--- src/fels_pkg.sv ---
// Package for the flash error log store: sizes, status mark bits, operation
// codes and the command/status structs between controller and datapath.
// Used by every module of the block; depends on nothing.
`default_nettype none

package fels_pkg;

  localparam int NUM_BLOCKS      = 2;
  localparam int SLOTS_PER_BLOCK = 127;
  localparam int PAYLOAD_BITS    = 64;

  localparam int TOTAL_SLOTS = NUM_BLOCKS * SLOTS_PER_BLOCK;
  localparam int BLK_W       = (NUM_BLOCKS > 1) ? $clog2(NUM_BLOCKS) : 1;
  localparam int CNT_W       = $clog2(SLOTS_PER_BLOCK + 1);
  localparam int ADDR_W      = $clog2(TOTAL_SLOTS);
  localparam int SUM_W       = CNT_W + $clog2(NUM_BLOCKS) + 1;

  localparam logic [7:0]  HDR_ERASED = 8'hFF;
  localparam logic [7:0]  VER_RESET  = 8'h01;
  localparam logic [7:0]  LIVE_MAX   = 8'hFF;
  localparam logic [63:0] PAY_MASK   =
    (PAYLOAD_BITS >= 64) ? 64'hFFFF_FFFF_FFFF_FFFF : ((64'd1 << PAYLOAD_BITS) - 64'd1);

  // Active-low slot marks.
  localparam int ST_ALLOC_BIT = 2;
  localparam int ST_VALID_BIT = 1;
  localparam int ST_DEL_BIT   = 0;
  localparam logic [2:0] ST_ERASED  = 3'b111;
  localparam logic [2:0] ST_PROGRAM = 3'b001;
  localparam logic [2:0] ST_DELETE  = 3'b110;

  localparam logic [1:0] OP_SCAN  = 2'd0;
  localparam logic [1:0] OP_STORE = 2'd1;
  localparam logic [1:0] OP_CLEAR = 2'd2;
  localparam logic [1:0] OP_READ  = 2'd3;

  typedef struct packed {
    logic [1:0]  operation;
    logic [7:0]  record_index;
    logic [63:0] payload;
  } in_t;

  typedef struct packed {
    logic        ready_res;
    logic        stored;
    logic        found;
    logic        payload_valid;
    logic [63:0] read_payload;
    logic [7:0]  live_count;
  } out_t;

  typedef struct packed {
    logic in_load;
    logic blk_clr;
    logic blk_inc;
    logic cnt_clr;
    logic walk_init;
    logic walk_rd;
    logic walk_clr;
    logic walk_erase;
    logic blk_erase;
    logic sel_active;
    logic st_rd;
    logic st_wr;
    logic rd_start;
    logic rd_step;
    logic rd_found;
    logic rd_issue;
    logic rd_fin;
    logic out_load;
  } cmd_t;

  typedef struct packed {
    logic [1:0] op;
    logic       walk_end;
    logic       clr_end;
    logic       blk_last;
    logic       hdr_erased;
    logic       hdr_match;
    logic       del_full;
    logic       act_full;
    logic       scanned;
    logic       rd_skip;
    logic       rd_in_range;
  } sts_t;

endpackage

`default_nettype wire

--- src/fels_ctrl.sv ---
// Controller of the flash error log store: one-hot state machine that
// sequences the reset sweep, scan, store, clear and read operations.
// Depends on fels_pkg; drives fels_dp through cmd_t and reads sts_t.
`default_nettype none

module fels_ctrl (
  input  wire logic           clk,
  input  wire logic           rst_n,
  input  wire logic           in_valid,
  output logic                in_stall,
  output logic                out_valid,
  input  wire logic           out_stall,
  input  wire fels_pkg::sts_t sts,
  output fels_pkg::cmd_t      cmd
);
  import fels_pkg::*;

  typedef enum logic [14:0] {
    S_INIT_START = 15'b000000000000001,
    S_INIT_WALK  = 15'b000000000000010,
    S_IDLE       = 15'b000000000000100,
    S_SC_BLK     = 15'b000000000001000,
    S_SC_WALK    = 15'b000000000010000,
    S_SC_CHK     = 15'b000000000100000,
    S_ER_WALK    = 15'b000000001000000,
    S_SC_SEL     = 15'b000000010000000,
    S_ST_CHK     = 15'b000000100000000,
    S_ST_WR      = 15'b000001000000000,
    S_CL_START   = 15'b000010000000000,
    S_CL_WALK    = 15'b000100000000000,
    S_RD_STEP    = 15'b001000000000000,
    S_RD_DATA    = 15'b010000000000000,
    S_DONE       = 15'b100000000000000
  } state_t;

  state_t state_r, state_nxt;
  logic   store_r, store_nxt;
  logic   out_valid_r, out_valid_nxt;

  assign in_stall  = (state_r != S_IDLE);
  assign out_valid = out_valid_r;

  always_comb begin
    cmd           = '0;
    state_nxt     = state_r;
    store_nxt     = store_r;
    out_valid_nxt = out_valid_r && out_stall;

    unique case (state_r)
      S_INIT_START: begin
        cmd.walk_init = 1'b1;
        state_nxt     = S_INIT_WALK;
      end
      S_INIT_WALK: begin
        if (!sts.walk_end) begin
          cmd.walk_erase = 1'b1;
        end else if (sts.blk_last) begin
          cmd.blk_clr = 1'b1;
          state_nxt   = S_IDLE;
        end else begin
          cmd.blk_inc = 1'b1;
          state_nxt   = S_INIT_START;
        end
      end
      S_IDLE: begin
        if (in_valid) begin
          cmd.in_load = 1'b1;
          store_nxt   = 1'b0;
          if (sts.op == OP_SCAN) begin
            cmd.blk_clr = 1'b1;
            state_nxt   = S_SC_BLK;
          end else if (!sts.scanned) begin
            state_nxt = S_DONE;
          end else if (sts.op == OP_STORE) begin
            state_nxt = S_ST_CHK;
          end else if (sts.op == OP_CLEAR) begin
            cmd.blk_clr = 1'b1;
            state_nxt   = S_CL_START;
          end else begin
            cmd.blk_clr  = 1'b1;
            cmd.rd_start = 1'b1;
            state_nxt    = S_RD_STEP;
          end
        end
      end
      S_SC_BLK: begin
        cmd.cnt_clr = 1'b1;
        if (sts.hdr_erased) begin
          if (sts.blk_last) begin
            state_nxt = S_SC_SEL;
          end else begin
            cmd.blk_inc = 1'b1;
          end
        end else begin
          cmd.walk_init = 1'b1;
          state_nxt     = sts.hdr_match ? S_SC_WALK : S_ER_WALK;
        end
      end
      S_SC_WALK: begin
        if (!sts.walk_end) begin
          cmd.walk_rd = 1'b1;
        end else begin
          state_nxt = S_SC_CHK;
        end
      end
      S_SC_CHK: begin
        if (sts.del_full) begin
          cmd.walk_init = 1'b1;
          state_nxt     = S_ER_WALK;
        end else if (sts.blk_last) begin
          state_nxt = S_SC_SEL;
        end else begin
          cmd.blk_inc = 1'b1;
          state_nxt   = S_SC_BLK;
        end
      end
      S_ER_WALK: begin
        if (!sts.walk_end) begin
          cmd.walk_erase = 1'b1;
        end else begin
          cmd.blk_erase = 1'b1;
          if (sts.blk_last) begin
            state_nxt = S_SC_SEL;
          end else begin
            cmd.blk_inc = 1'b1;
            state_nxt   = S_SC_BLK;
          end
        end
      end
      S_SC_SEL: begin
        cmd.sel_active = 1'b1;
        state_nxt      = store_r ? S_ST_CHK : S_DONE;
      end
      S_ST_CHK: begin
        // A full active block gets one rescan before the store gives up.
        if (sts.act_full) begin
          if (store_r) begin
            state_nxt = S_DONE;
          end else begin
            store_nxt   = 1'b1;
            cmd.blk_clr = 1'b1;
            state_nxt   = S_SC_BLK;
          end
        end else begin
          cmd.st_rd = 1'b1;
          state_nxt = S_ST_WR;
        end
      end
      S_ST_WR: begin
        cmd.st_wr = 1'b1;
        state_nxt = S_DONE;
      end
      S_CL_START: begin
        cmd.walk_init = 1'b1;
        state_nxt     = S_CL_WALK;
      end
      S_CL_WALK: begin
        if (!sts.clr_end) begin
          cmd.walk_rd  = 1'b1;
          cmd.walk_clr = 1'b1;
        end else if (sts.blk_last) begin
          state_nxt = S_DONE;
        end else begin
          cmd.blk_inc = 1'b1;
          state_nxt   = S_CL_START;
        end
      end
      S_RD_STEP: begin
        if (sts.rd_skip) begin
          if (sts.blk_last) begin
            state_nxt = S_DONE;
          end else begin
            cmd.rd_step = 1'b1;
            cmd.blk_inc = 1'b1;
          end
        end else begin
          cmd.rd_found = 1'b1;
          if (sts.rd_in_range) begin
            cmd.rd_issue = 1'b1;
            state_nxt    = S_RD_DATA;
          end else begin
            state_nxt = S_DONE;
          end
        end
      end
      S_RD_DATA: begin
        cmd.rd_fin = 1'b1;
        state_nxt  = S_DONE;
      end
      S_DONE: begin
        if (!out_valid_r || !out_stall) begin
          cmd.out_load  = 1'b1;
          out_valid_nxt = 1'b1;
          state_nxt     = S_IDLE;
        end
      end
      default: begin
        state_nxt = S_IDLE;
      end
    endcase
  end

  always_ff @(posedge clk) begin
    if (!rst_n) begin
      state_r     <= S_INIT_START;
      store_r     <= 1'b0;
      out_valid_r <= 1'b0;
    end else begin
      state_r     <= state_nxt;
      store_r     <= store_nxt;
      out_valid_r <= out_valid_nxt;
    end
  end

endmodule

`default_nettype wire

--- config.mk ---
export PLATFORM = sky130hd
export DESIGN_NAME = fels_ctrl
export DESIGN_NICKNAME = d
export VERILOG_FILES = /design/src/fels_pkg.sv /design/src/fels_ctrl.sv
export SDC_FILE = /design/constraint.sdc
export NUM_CORES = 1
export LEC_CHECK = 0
export BUFFER_PORTS_ARGS = -buffer_cell sky130_fd_sc_hd__buf_2
export CAP_MARGIN = 20
export CORE_ASPECT_RATIO = 0.75
export CORE_MARGIN = 2
export CORE_UTILIZATION = 31
export DETAILED_ROUTE_END_ITERATION = 7
export PLACE_DENSITY = 0.55
export SKIP_CTS_REPAIR_TIMING = 1
export SLEW_MARGIN = 20
export SYNTH_ARGS = -nofsm -noshare
export SYNTH_HDL_FRONTEND = slang
export SYNTH_SLANG_ARGS = --single-unit
--- constraint.sdc ---
create_clock -name clk -period 2.5 [get_ports clk]
set_input_delay 0.5 -clock clk [delete_from_list [all_inputs] [get_ports clk]]
set_output_delay 0.5 -clock clk [all_outputs]
set_load 0.005 [all_outputs]
# Word level (Yosys, flattened, before mapping)
# Index checks and enable logic that the tools add are counted.
# totals
in_bits	16
word_cells	114
output_inout_bits	20
ff_bits	17
# op_classes
reduce_logical	11
eq_ne	27
mux	73
# op_table
cell	count
$mux 15	19
$pmux 15 s14	1
$mux 1	39
$eq 15x1->1 const B	1
$eq 15x10->1 const B	1
$eq 15x11->1 const B	1
$eq 15x12->1 const B	1
$eq 15x13->1 const B	1
$eq 15x14->1 const B	1
$eq 15x15->1 const B	1
$eq 15x2->1 const B	1
$eq 15x3->1 const B	1
$eq 15x4->1 const B	1
$eq 15x5->1 const B	1
$eq 15x6->1 const B	1
$eq 15x7->1 const B	1
$eq 15x8->1 const B	1
$eq 15x9->1 const B	1
$ne 15x3->1 const B	1
$ne 2x2->1 const B	7
$mux 13	1
$mux 2	4
$mux 8	1
$reduce_and 8->1	1
15 further kinds	22

# Depth between registers and ports, before layout
# Gate-level depths: netlist (run 1).
# logic_depth
depth_word	7
ltp_mapped	9
depth_no_buf	7

# Least setup slack after synthesis (run 1)
# Ideal clock, no wire load.
# synth_path
kind	register to output
start	register state_r[4]
end	output cmd[15] (netlist bit)
n_path_buf	1
path_stages_with_launch	7
setup_slack_ns	0.180
arrival_ns	1.820
t_required_ns	2.000
cell_sequence	dfxtp_1 buf_4 or4_1 nor4_4 and2_1 mux2i_1 a31oi_1
# synth_lines
element	line	source
from (decl)	fels_ctrl.sv:36	state_t state_r, state_nxt;
from (signal assigned)	fels_ctrl.sv:209	state_r <= state_nxt;
to (decl)	fels_ctrl.sv:14	output fels_pkg::cmd_t cmd

==> results of run 1 <==
## logic make-up after synthesis
group / after synthesis / synth area share
mux: 3 / 0.0202
flops: 17 / 0.220
xor+xnor: 5 / 0.0283
compound gates: 38 / 0.184
simple gates: 106 / 0.449
fa+ha+maj: 3 / 0.0243
buf+inv: 21 / 0.0737
## area by class of cell
| cell class | instances | area, um2 |
|---|---|---|
| Clock buffer | 3 | 41.3 |
| Clock inverter | 1 | 7.51 |
| Fill cell | 496 | 2630 |
| Inverter | 8 | 30.0 |
| Multi-Input combinational cell | 155 | 1190 |
| Sequential cell | 17 | 357 |
| Tap cell | 60 | 75.1 |
| Timing Repair Buffer | 78 | 515 |
## state kept, by name, indices dropped and copies added (netlist names)
register	flops
state_r	15
store_r	1
out_valid	1
## per-layer routing
layer	vias up	wire [um]	GRT usage	share of wire
li1	868	-	-	-
met1	874	2700	0.311	0.48
met2	101	2360	0.277	0.42
met3	3	565	0.0402	0.10
met4	0	34	0.0179	0.0060
met5	-	0	0	0
## per-stage QoR
step           power, uW  hold WS, ns  instance area, um2   util
4_1_cts              727        0.519                1990  0.411
3_3_place_gp         501        0.573                1940  0.401
3_5_place_dp         501        0.561                1940  0.401
2_1_floorplan        421        0.494                1550      -
5_1_grt              810        0.529                2210  0.457
6_report             765        0.520                2210  0.457
## cells in the final DEF (no fill, tap or decap), types with 4 or more instances in the layout
cell / n
a21oi_1: 6
and3_1: 4
buf_2: 34
buf_4: 40
buf_6: 4
dfxtp_1: 6
dfxtp_2: 10
inv_1: 7
nand2_1: 14
nand2b_1: 5
nand3_1: 8
nor2_1: 15
nor3_1: 6
nor4_1: 5
nor4_2: 4
nor4b_1: 6
o21ai_0: 4
or4_4: 4
## cells in the mapped netlist, types with 2 or more instances
library cell / number / area share
inv_1: 7 / 0.017
nor4_1: 6 / 0.024
or4_1: 3 / 0.015
o21a_1: 2 / 0.0097
o211ai_1: 2 / 0.0097
nand2b_1: 5 / 0.020
nor3_1: 8 / 0.026
nor4b_1: 7 / 0.040
nand4_1: 3 / 0.012
or3_1: 2 / 0.0081
nand2_1: 16 / 0.039
and2_1: 3 / 0.012
nor2b_1: 4 / 0.016
a21boi_0: 2 / 0.0097
buf_6: 3 / 0.022
dfxtp_1: 17 / 0.22
or4_4: 3 / 0.022
clkbuf_1: 2 / 0.0049
nand3_1: 8 / 0.026
xnor2_1: 2 / 0.011
a21oi_1: 6 / 0.019
and4_1: 2 / 0.011
and3_1: 5 / 0.020
a21boi_1: 3 / 0.015
a2bb2oi_1: 2 / 0.011
mux2i_1: 2 / 0.013
a211o_1: 2 / 0.011
buf_2: 7 / 0.023
ha_1: 3 / 0.024
xor2_1: 3 / 0.017
nor4_2: 4 / 0.032
o21ai_0: 4 / 0.013
nor2_1: 15 / 0.036
## power groups by stage
| stage | clock, uW | combinational (uW) | sequential [uW] |
|---|---|---|---|
| final | 229 | 245 | 291 |
| after global routing | 254 | 263 | 293 |
| after CTS | 231 | 206 | 291 |
| after detailed placement | 0 | 204 | 297 |
| after global placement | 0 | 205 | 296 |
| after floorplan | 0 | 132 | 289 |
## worst max-delay path, delay by kind of cell, from the launching register on
family | cells | cell delay (ns)
compound gates | 2 | 0.38
buf+inv | 2 | 0.31
flops | 1 | 0.32
simple gates | 2 | 0.87
## worst max path at each step
stage | from | slack, ns | to | cells past startpoint
after floorplan | state_r[4] | 0.18 | cmd[15] | 6
after global placement | state_r[1] | -0.04 | state_r[5] | 7
after detailed placement | state_r[1] | -0.006 | state_r[5] | 7
after CTS | state_r[12] | -0.17 | cmd[15] | 6
after global routing | state_r[14] | -0.23 | cmd[5] | 7
final | state_r[14] | -0.16 | cmd[15] | 6
==> metrics, run 1 <==
number of synthesized flops with an enable pin 0; Lkg Pwr 0.00100 uW; clk sinks 17; Critical Path Source Type register; predominant post-synthesis flop cell dfxtp_1; starting density of the core 0.319; Post-DRT Antenna Nets 0; final setup TNS -0.670 ns; clk_skew 0.00227 ns; crit path kind reg2out; sequential group share of total power 0.381; Nets 282; reg2reg start state_r[0]; Hold Startpoint sts[5]; Clk pin slew, worst setup/hold paths 0.08 ns; Die H 65.1 um; number of diodes 0; chip width 85.5 um; Clock Power Share 0.300; Layout area overhead 43.2%; clock latency on the worst-skew pair 0.26 ns; grt ovf 0; core box area 4840 um2; drt drc 0; unrepaired setup endpoints after global routing true; FMAX 377 MHz; GRT Overall Usage 0.196; vias 1846; arrival time worst endpoint 2.16 ns; io pins 36; worst slew pin tran 0.598 ns; hold crit path type in2reg; Worst EP required 2.00 ns; synthesized area per cell 8.01 um2; violated checks setup timing; row count 22; crit-path cells or4_4 > buf_4 > nor3_2 > a32oi_1 > a31oi_1 > buf_2; Placer Congestion 0.934; Place WS -0.00586 ns; syn_nets 212; CTS H-tree depth 1; detailed router's first-iteration violation count 179; combinational fraction of design power 0.320; port bufs 35; Post-DP HPWL 4250 um; slack of the critical path -0.156 ns; WHS Path Cells 3; outcome finished with violations; initial antenna violation count 0; CTS tree done; final setup violation count 6; DRT Pass-1 Iters 5; crit path time final 2.66 ns; DR vias/cell 5.73; worst vdd ir 0.195 mV; dpl cells 306; Sw Ratio 0.339; hold path endpoint state_r[4]; vias in the first global route 1595; Crit-path slowest cell or4_4; Fin. Hold Viols 0; Pwr per Cell Area 346 nW/um2; final period utilization 1.06; Worst R2R Path Depth 7; die area 5570 um2; CTS root buf clkbuf_8; Synth warnings 0; Psw 259 uW; CTS Buf Count 3; non-filler cells, final 322; post-synthesis instance total 193; drt total wl 5670 um; share of layout cells above drive strength 1 0.477; CP max FO 6; Reg2Reg Setup Slack 0.12 ns; Avg WL per Cell 17.6 um; Int Pwr 506 uW; Slew Limit Headroom 0.596; Worst path max stage delay 0.61 ns; RR Endpoint state_r[5]; distinct cell type count after synthesis 63; Critical Path Sink Type output port; largest net degree at the start of global routing 15; FF+latch count, synth 17; Max Cap Viol 0; clock buffer depth 2; Final Slew Violations 0; Seq/Total Area, Yosys 0.220; Async SR Flop Fraction 0; cell area after synthesis 1550 um2; first-pass GRT wire length 8440 um
Power figures use the tool's default switching activity.
==> run 2: changes to the inputs <==
ABC_AREA = 1   (was unset)
GPL_TIMING_DRIVEN = 0   (was unset)
PLACE_DENSITY = 0.54   (was 0.55)
==> metrics, run 2 <==
io pins 36; number of diodes 0; Sw Ratio 0.505; Critical Path Source state_r[6]; DRT Pass-1 Iters 4; synthesized area per cell 6.15 um2; number of synthesized flops with an enable pin 0; starting density of the core 0.329; Post-DP HPWL 3870 um; crit path kind reg2out; FMAX 430 MHz; most frequent CP cell nand2_1; cell area after synthesis 1650 um2; crit-path cells nor2_4 > nand2_4 > nor2_1 > nand2_1 > o21ai_0 > nand2_1 > nand4_1 > nand2_1 > inv_1 > buf_2; clock buffer depth 2; share of layout cells above drive strength 1 0.288; RR Endpoint state_r[8]; GRT Overall Usage 0.171; CP max FO 5; FF+latch count, synth 17; predominant post-synthesis flop cell dfxtp_1; CTS root buf clkbuf_8; clk_skew 0.00388 ns; Seq/Total Area, Yosys 0.206; Nets 329; row count 22; fillers 564; Post-DRT Antenna Nets 0; final setup TNS 0 ns; Lkg Pwr 0.00112 uW; Worst R2R Path Depth 11; worst vdd ir 0.284 mV; drt drc 0; Fin. Hold Viols 0; Setup crit end cmd[15]; Synth warnings 0; Worst EP required 2.00 ns; Reg2Reg Setup Slack 0.71 ns; Worst path max stage delay 0.37 ns; reg2reg start state_r[10]; Clk pin slew, worst setup/hold paths 0.08 ns; chip width 88.2 um; drt total wl 4890 um; dpl cells 374; Crit-path slowest cell dfxtp_1; CTS tree done; CTS Buf Count 3; Critical Path Sink Type output port; Int Pwr 745 uW; register name with the most flops state_r; vias in the first global route 1541; Slew Limit Headroom 0.597; Layout area overhead 21.5%; crit path time final 2.33 ns; largest net degree at the start of global routing 11; Async SR Flop Fraction 0; area share of the largest cell type after synthesis 0.206; Placer Congestion 0.850; initial antenna violation count 0; syn_nets 287; clk sinks 17; Pwr per Cell Area 751 nW/um2; largest cells by area after synthesis dfxtp_1, nand2_1, nor2_1; Avg WL per Cell 12.8 um; sequential group share of total power 0.233; Max Cap Viol 0; DR vias/cell 4.68; clock latency on the worst-skew pair 0.26 ns; port bufs 34; worst slew pin tran 0.605 ns; Die H 67.2 um; Clock Power Share 0.149; Synth area leader dfxtp_1; detailed router's first-iteration violation count 137; grt ovf 0; post-synthesis instance total 268; first-pass GRT wire length 7670 um; most frequent cells in the layout nand2_1, nor2_1, inv_1; outcome complete, no violations; count leader, synth nand2_1; CTS H-tree depth 1; arrival time worst endpoint 1.83 ns; non-filler cells, final 381; final setup violation count 0; final period utilization 0.930; unrepaired setup endpoints after global routing false; most common library cells after synthesis nand2_1, nor2_1, inv_1, nand3_1, dfxtp_1; leading cell type in the layout, fill and taps excluded nand2_1; core box area 5010 um2; Critical Path Source Type register; number of flip-flops under the largest register name 15; Psw 760 uW; hold crit path type reg2reg; combinational fraction of design power 0.619; Final Slew Violations 0; die area 5930 um2; vias 1783; distinct cell type count after synthesis 33
==> run 2: cell types whose count changed after synthesis, moves of 7 or more <==
cell	delta
inv_1	+35
buf_2	-7
nor2_2	+10
nand3_1	+11
nand2_1	+42
nor2_1	+36
nand3_2	+8
nor4b_1	-7
==> run 2: per-layer routing <==
layer	up-vias	share of wire	global-route usage
li1	921	-	-
met1	790	0.55	0.267
met2	68	0.36	0.240
met3	4	0.075	0.0318
met4	0	0.0082	0.0341
met5	-	0	0
==> run 2: worst min-delay path by stage <==
| stage | from | end | slack [ns] | cells past startpoint |
|---|---|---|---|---|
| 2_1_floorplan | store_r | store_r | 0.44 | 2 |
| 3_3_place_gp | store_r | store_r | 0.46 | 2 |
| 3_5_place_dp | store_r | store_r | 0.46 | 2 |
| 4_1_cts | store_r | store_r | 0.47 | 2 |
| 5_1_grt | store_r | store_r | 0.53 | 2 |
| 6_report | store_r | store_r | 0.47 | 2 |
==> run 2: cell families (layout without fill, tap and decap cells) <==
family                     after synthesis  in the layout  synth area share
adders and majority gates                3              3            0.0228
AOI/OAI and AO/OA                       19             19            0.0751
and+or+nand+nor                        178            179             0.571
DFF                                     17             17             0.206
buffers and inverters                   51             91             0.125
==> run 2: metrics by stage <==
step                      power [uW]  setup slack [ns]  instance area [um2]  hold slack, ns   util
after floorplan                 1010             0.699                 1650           0.439      -
after global placement          1210             0.449                 1910           0.457  0.381
after detailed placement        1210             0.451                 1910           0.459  0.381
after CTS                       1440             0.142                 1960           0.469  0.390
after global routing            1620            0.0271                 2000           0.530  0.400
final                           1510             0.174                 2000           0.467  0.400
==> run 2: power groups by stage <==
stage / Clock [uW] / Sequential (uW) / Combinational [uW]
global placement: 0 / 352 / 856
detailed placement: 0 / 353 / 857
floorplan: 0 / 345 / 662
CTS: 228 / 347 / 861
finish: 224 / 350 / 931
global route: 241 / 356 / 1020
==> run 2: worst max-delay path, delay by kind of cell (launching register included) <==
family          cells  cell delay, ns
simple gates        7            0.84
flops               1            0.37
compound gates      1            0.20
buf+inv             2            0.15
==> run 2: area by class of cell <==
cell class,count,area (um2),share of cell area
buffer,4,30.0,0.0150
clock buffer,3,41.3,0.0206
clock inverter,1,5.00,0.00250
inverter,47,176,0.0880
multi-input combinational,201,1140,0.567
sequential,17,340,0.170
tap,72,90.1,0.0449
timing repair buffer,36,185,0.0924
==> run 3: changes to the inputs <==
CORE_UTILIZATION = 55   (was 31)
PLACE_DENSITY = 0.85   (was 0.54)
==> metrics, run 3 (synthesis gave the netlist of run 2 again) <==
DR vias/cell 5.39; most frequent CP cell nor2_2; crit path time final 2.37 ns; Critical Path Source Type register; crit path kind reg2out; final period utilization 0.949; core box area 2890 um2; Lkg Pwr 0.00109 uW; outcome complete, no violations; clk_skew 0.00145 ns; reg2reg start state_r[4]; clock latency on the worst-skew pair 0.26 ns; Setup crit end cmd[16]; fillers 281; CP max FO 6; Hold Startpoint store_r; Reg2Reg Setup Slack 0.75 ns; largest net degree at the start of global routing 11; starting density of the core 0.570; unrepaired setup endpoints after global routing false; Clk pin slew, worst setup/hold paths 0.07 ns; FMAX 421 MHz; drt total wl 4360 um; clock buffer depth 2; number of flip-flops under the largest register name 15; share of layout cells above drive strength 1 0.275; CTS tree done; Critical Path Sink Type output port; Pwr per Cell Area 743 nW/um2; worst vdd ir 0.376 mV; Worst EP required 2.00 ns; dpl cells 340; io pins 36; placed cell areas 1870 um2; Post-DP HPWL 3430 um; WP buf/inv 2; Fin. Hold Viols 0; crit-path leading delay family simple AND/OR/NAND/NOR gates; Die H 51.4 um; register name with the most flops state_r; most frequent cells in the layout nand2_1, nor2_1, inv_1; Final Slew Violations 0; Avg WL per Cell 12.7 um; Worst R2R Path Depth 10; hold crit path type reg2reg; RR Endpoint state_r[2]; Post-DRT Antenna Nets 0; chip width 67.2 um; Nets 326; number of diodes 0; DRT Pass-1 Iters 5; row count 17; non-filler cells, final 344; port bufs 34; Placer Congestion 0.877; combined area of the multi-input logic cells 1100 um2; vias in the first global route 1519; arrival time worst endpoint 1.87 ns; Crit-path slowest cell dfxtp_1; first-pass GRT wire length 7080 um; Slew Limit Headroom 0.594; detailed router's first-iteration violation count 157; vias 1854; leading cell type in the layout, fill and taps excluded nand2_1; final setup violation count 0; stages on the worst setup path 8; clk sinks 17; worst slew pin tran 0.609 ns; Layout area overhead 15.9%; post-route cell area 1910 um2; die area 3460 um2; GRT Overall Usage 0.274; CTS Buf Count 3; Worst path max stage delay 0.34 ns; CTS root buf clkbuf_8; drt drc 0; crit-path cells nor2_2 > nand2_4 > nor2_2 > nand2_2 > nor2_1 > inv_1 > o221ai_1 > buf_2; grt ovf 0; initial antenna violation count 0; final setup TNS 0 ns; Register Area 340 um2; Max Cap Viol 0; CTS H-tree depth 1; Critical Path Source state_r[4]
run 3: cell types whose count changed in the layout (fill, tap and decap cells not counted), sizes merged:
cell,previous run,this run
buf,39,37
clkbuf,4,5
clkinv,1,0
nor2,67,66
run 3: layout make-up:
class / count / share of cell area
multi-input cells: 200 / 0.577
flip-flops and latches: 17 / 0.178
inverters: 47 / 0.0923
repair buffers: 34 / 0.0890
well taps: 38 / 0.0249
clock buffers: 4 / 0.0236
plain buffers: 4 / 0.0157
run 3: worst min path at each step:
stage / end / slack (ns) / cells past startpoint
6_report: store_r / 0.47 / 2
2_1_floorplan: store_r / 0.44 / 2
4_1_cts: store_r / 0.47 / 2
3_3_place_gp: store_r / 0.45 / 2
5_1_grt: store_r / 0.49 / 2
3_5_place_dp: store_r / 0.46 / 2
run 3: stage by stage:
step | total power (uW) | utilization | setup slack [ns] | hold slack (ns)
2_1_floorplan | 1010 | - | 0.699 | 0.439
3_3_place_gp | 1170 | 0.645 | 0.510 | 0.449
3_5_place_dp | 1190 | 0.645 | 0.457 | 0.460
4_1_cts | 1410 | 0.661 | 0.162 | 0.470
5_1_grt | 1530 | 0.661 | 0.0337 | 0.487
6_report | 1420 | 0.661 | 0.127 | 0.472
run 3: report_power, final:
group	switching [uW]	internal, uW	leakage (uW)	total [uW]
logic	568	288	0.000933	855
registers	36.2	312	0.000138	348
clock network	104	114	0.0000228	217
total	708	713	0.00109	1420
run 3: metal layers:
layer  part of all wire  vias up  global-route usage
met5                  0        -                   0
met4              0.010        0              0.0680
met3               0.10        6              0.0485
met2               0.44      100               0.421
met1               0.45      831               0.395
li1                   -      917                   -
run 3: worst register-to-register path, stage by stage (launching register included):
cell	delay [ns]
dfxtp_1	0.34
nor2_2	0.22
nand2_4	0.13
nor2_2	0.22
nand2_1	0.15
nand2_2	0.14
nand2_2	0.09
nand3_1	0.18
nand2_1	0.08
nand2_1	0.06
nor2_1	0.04
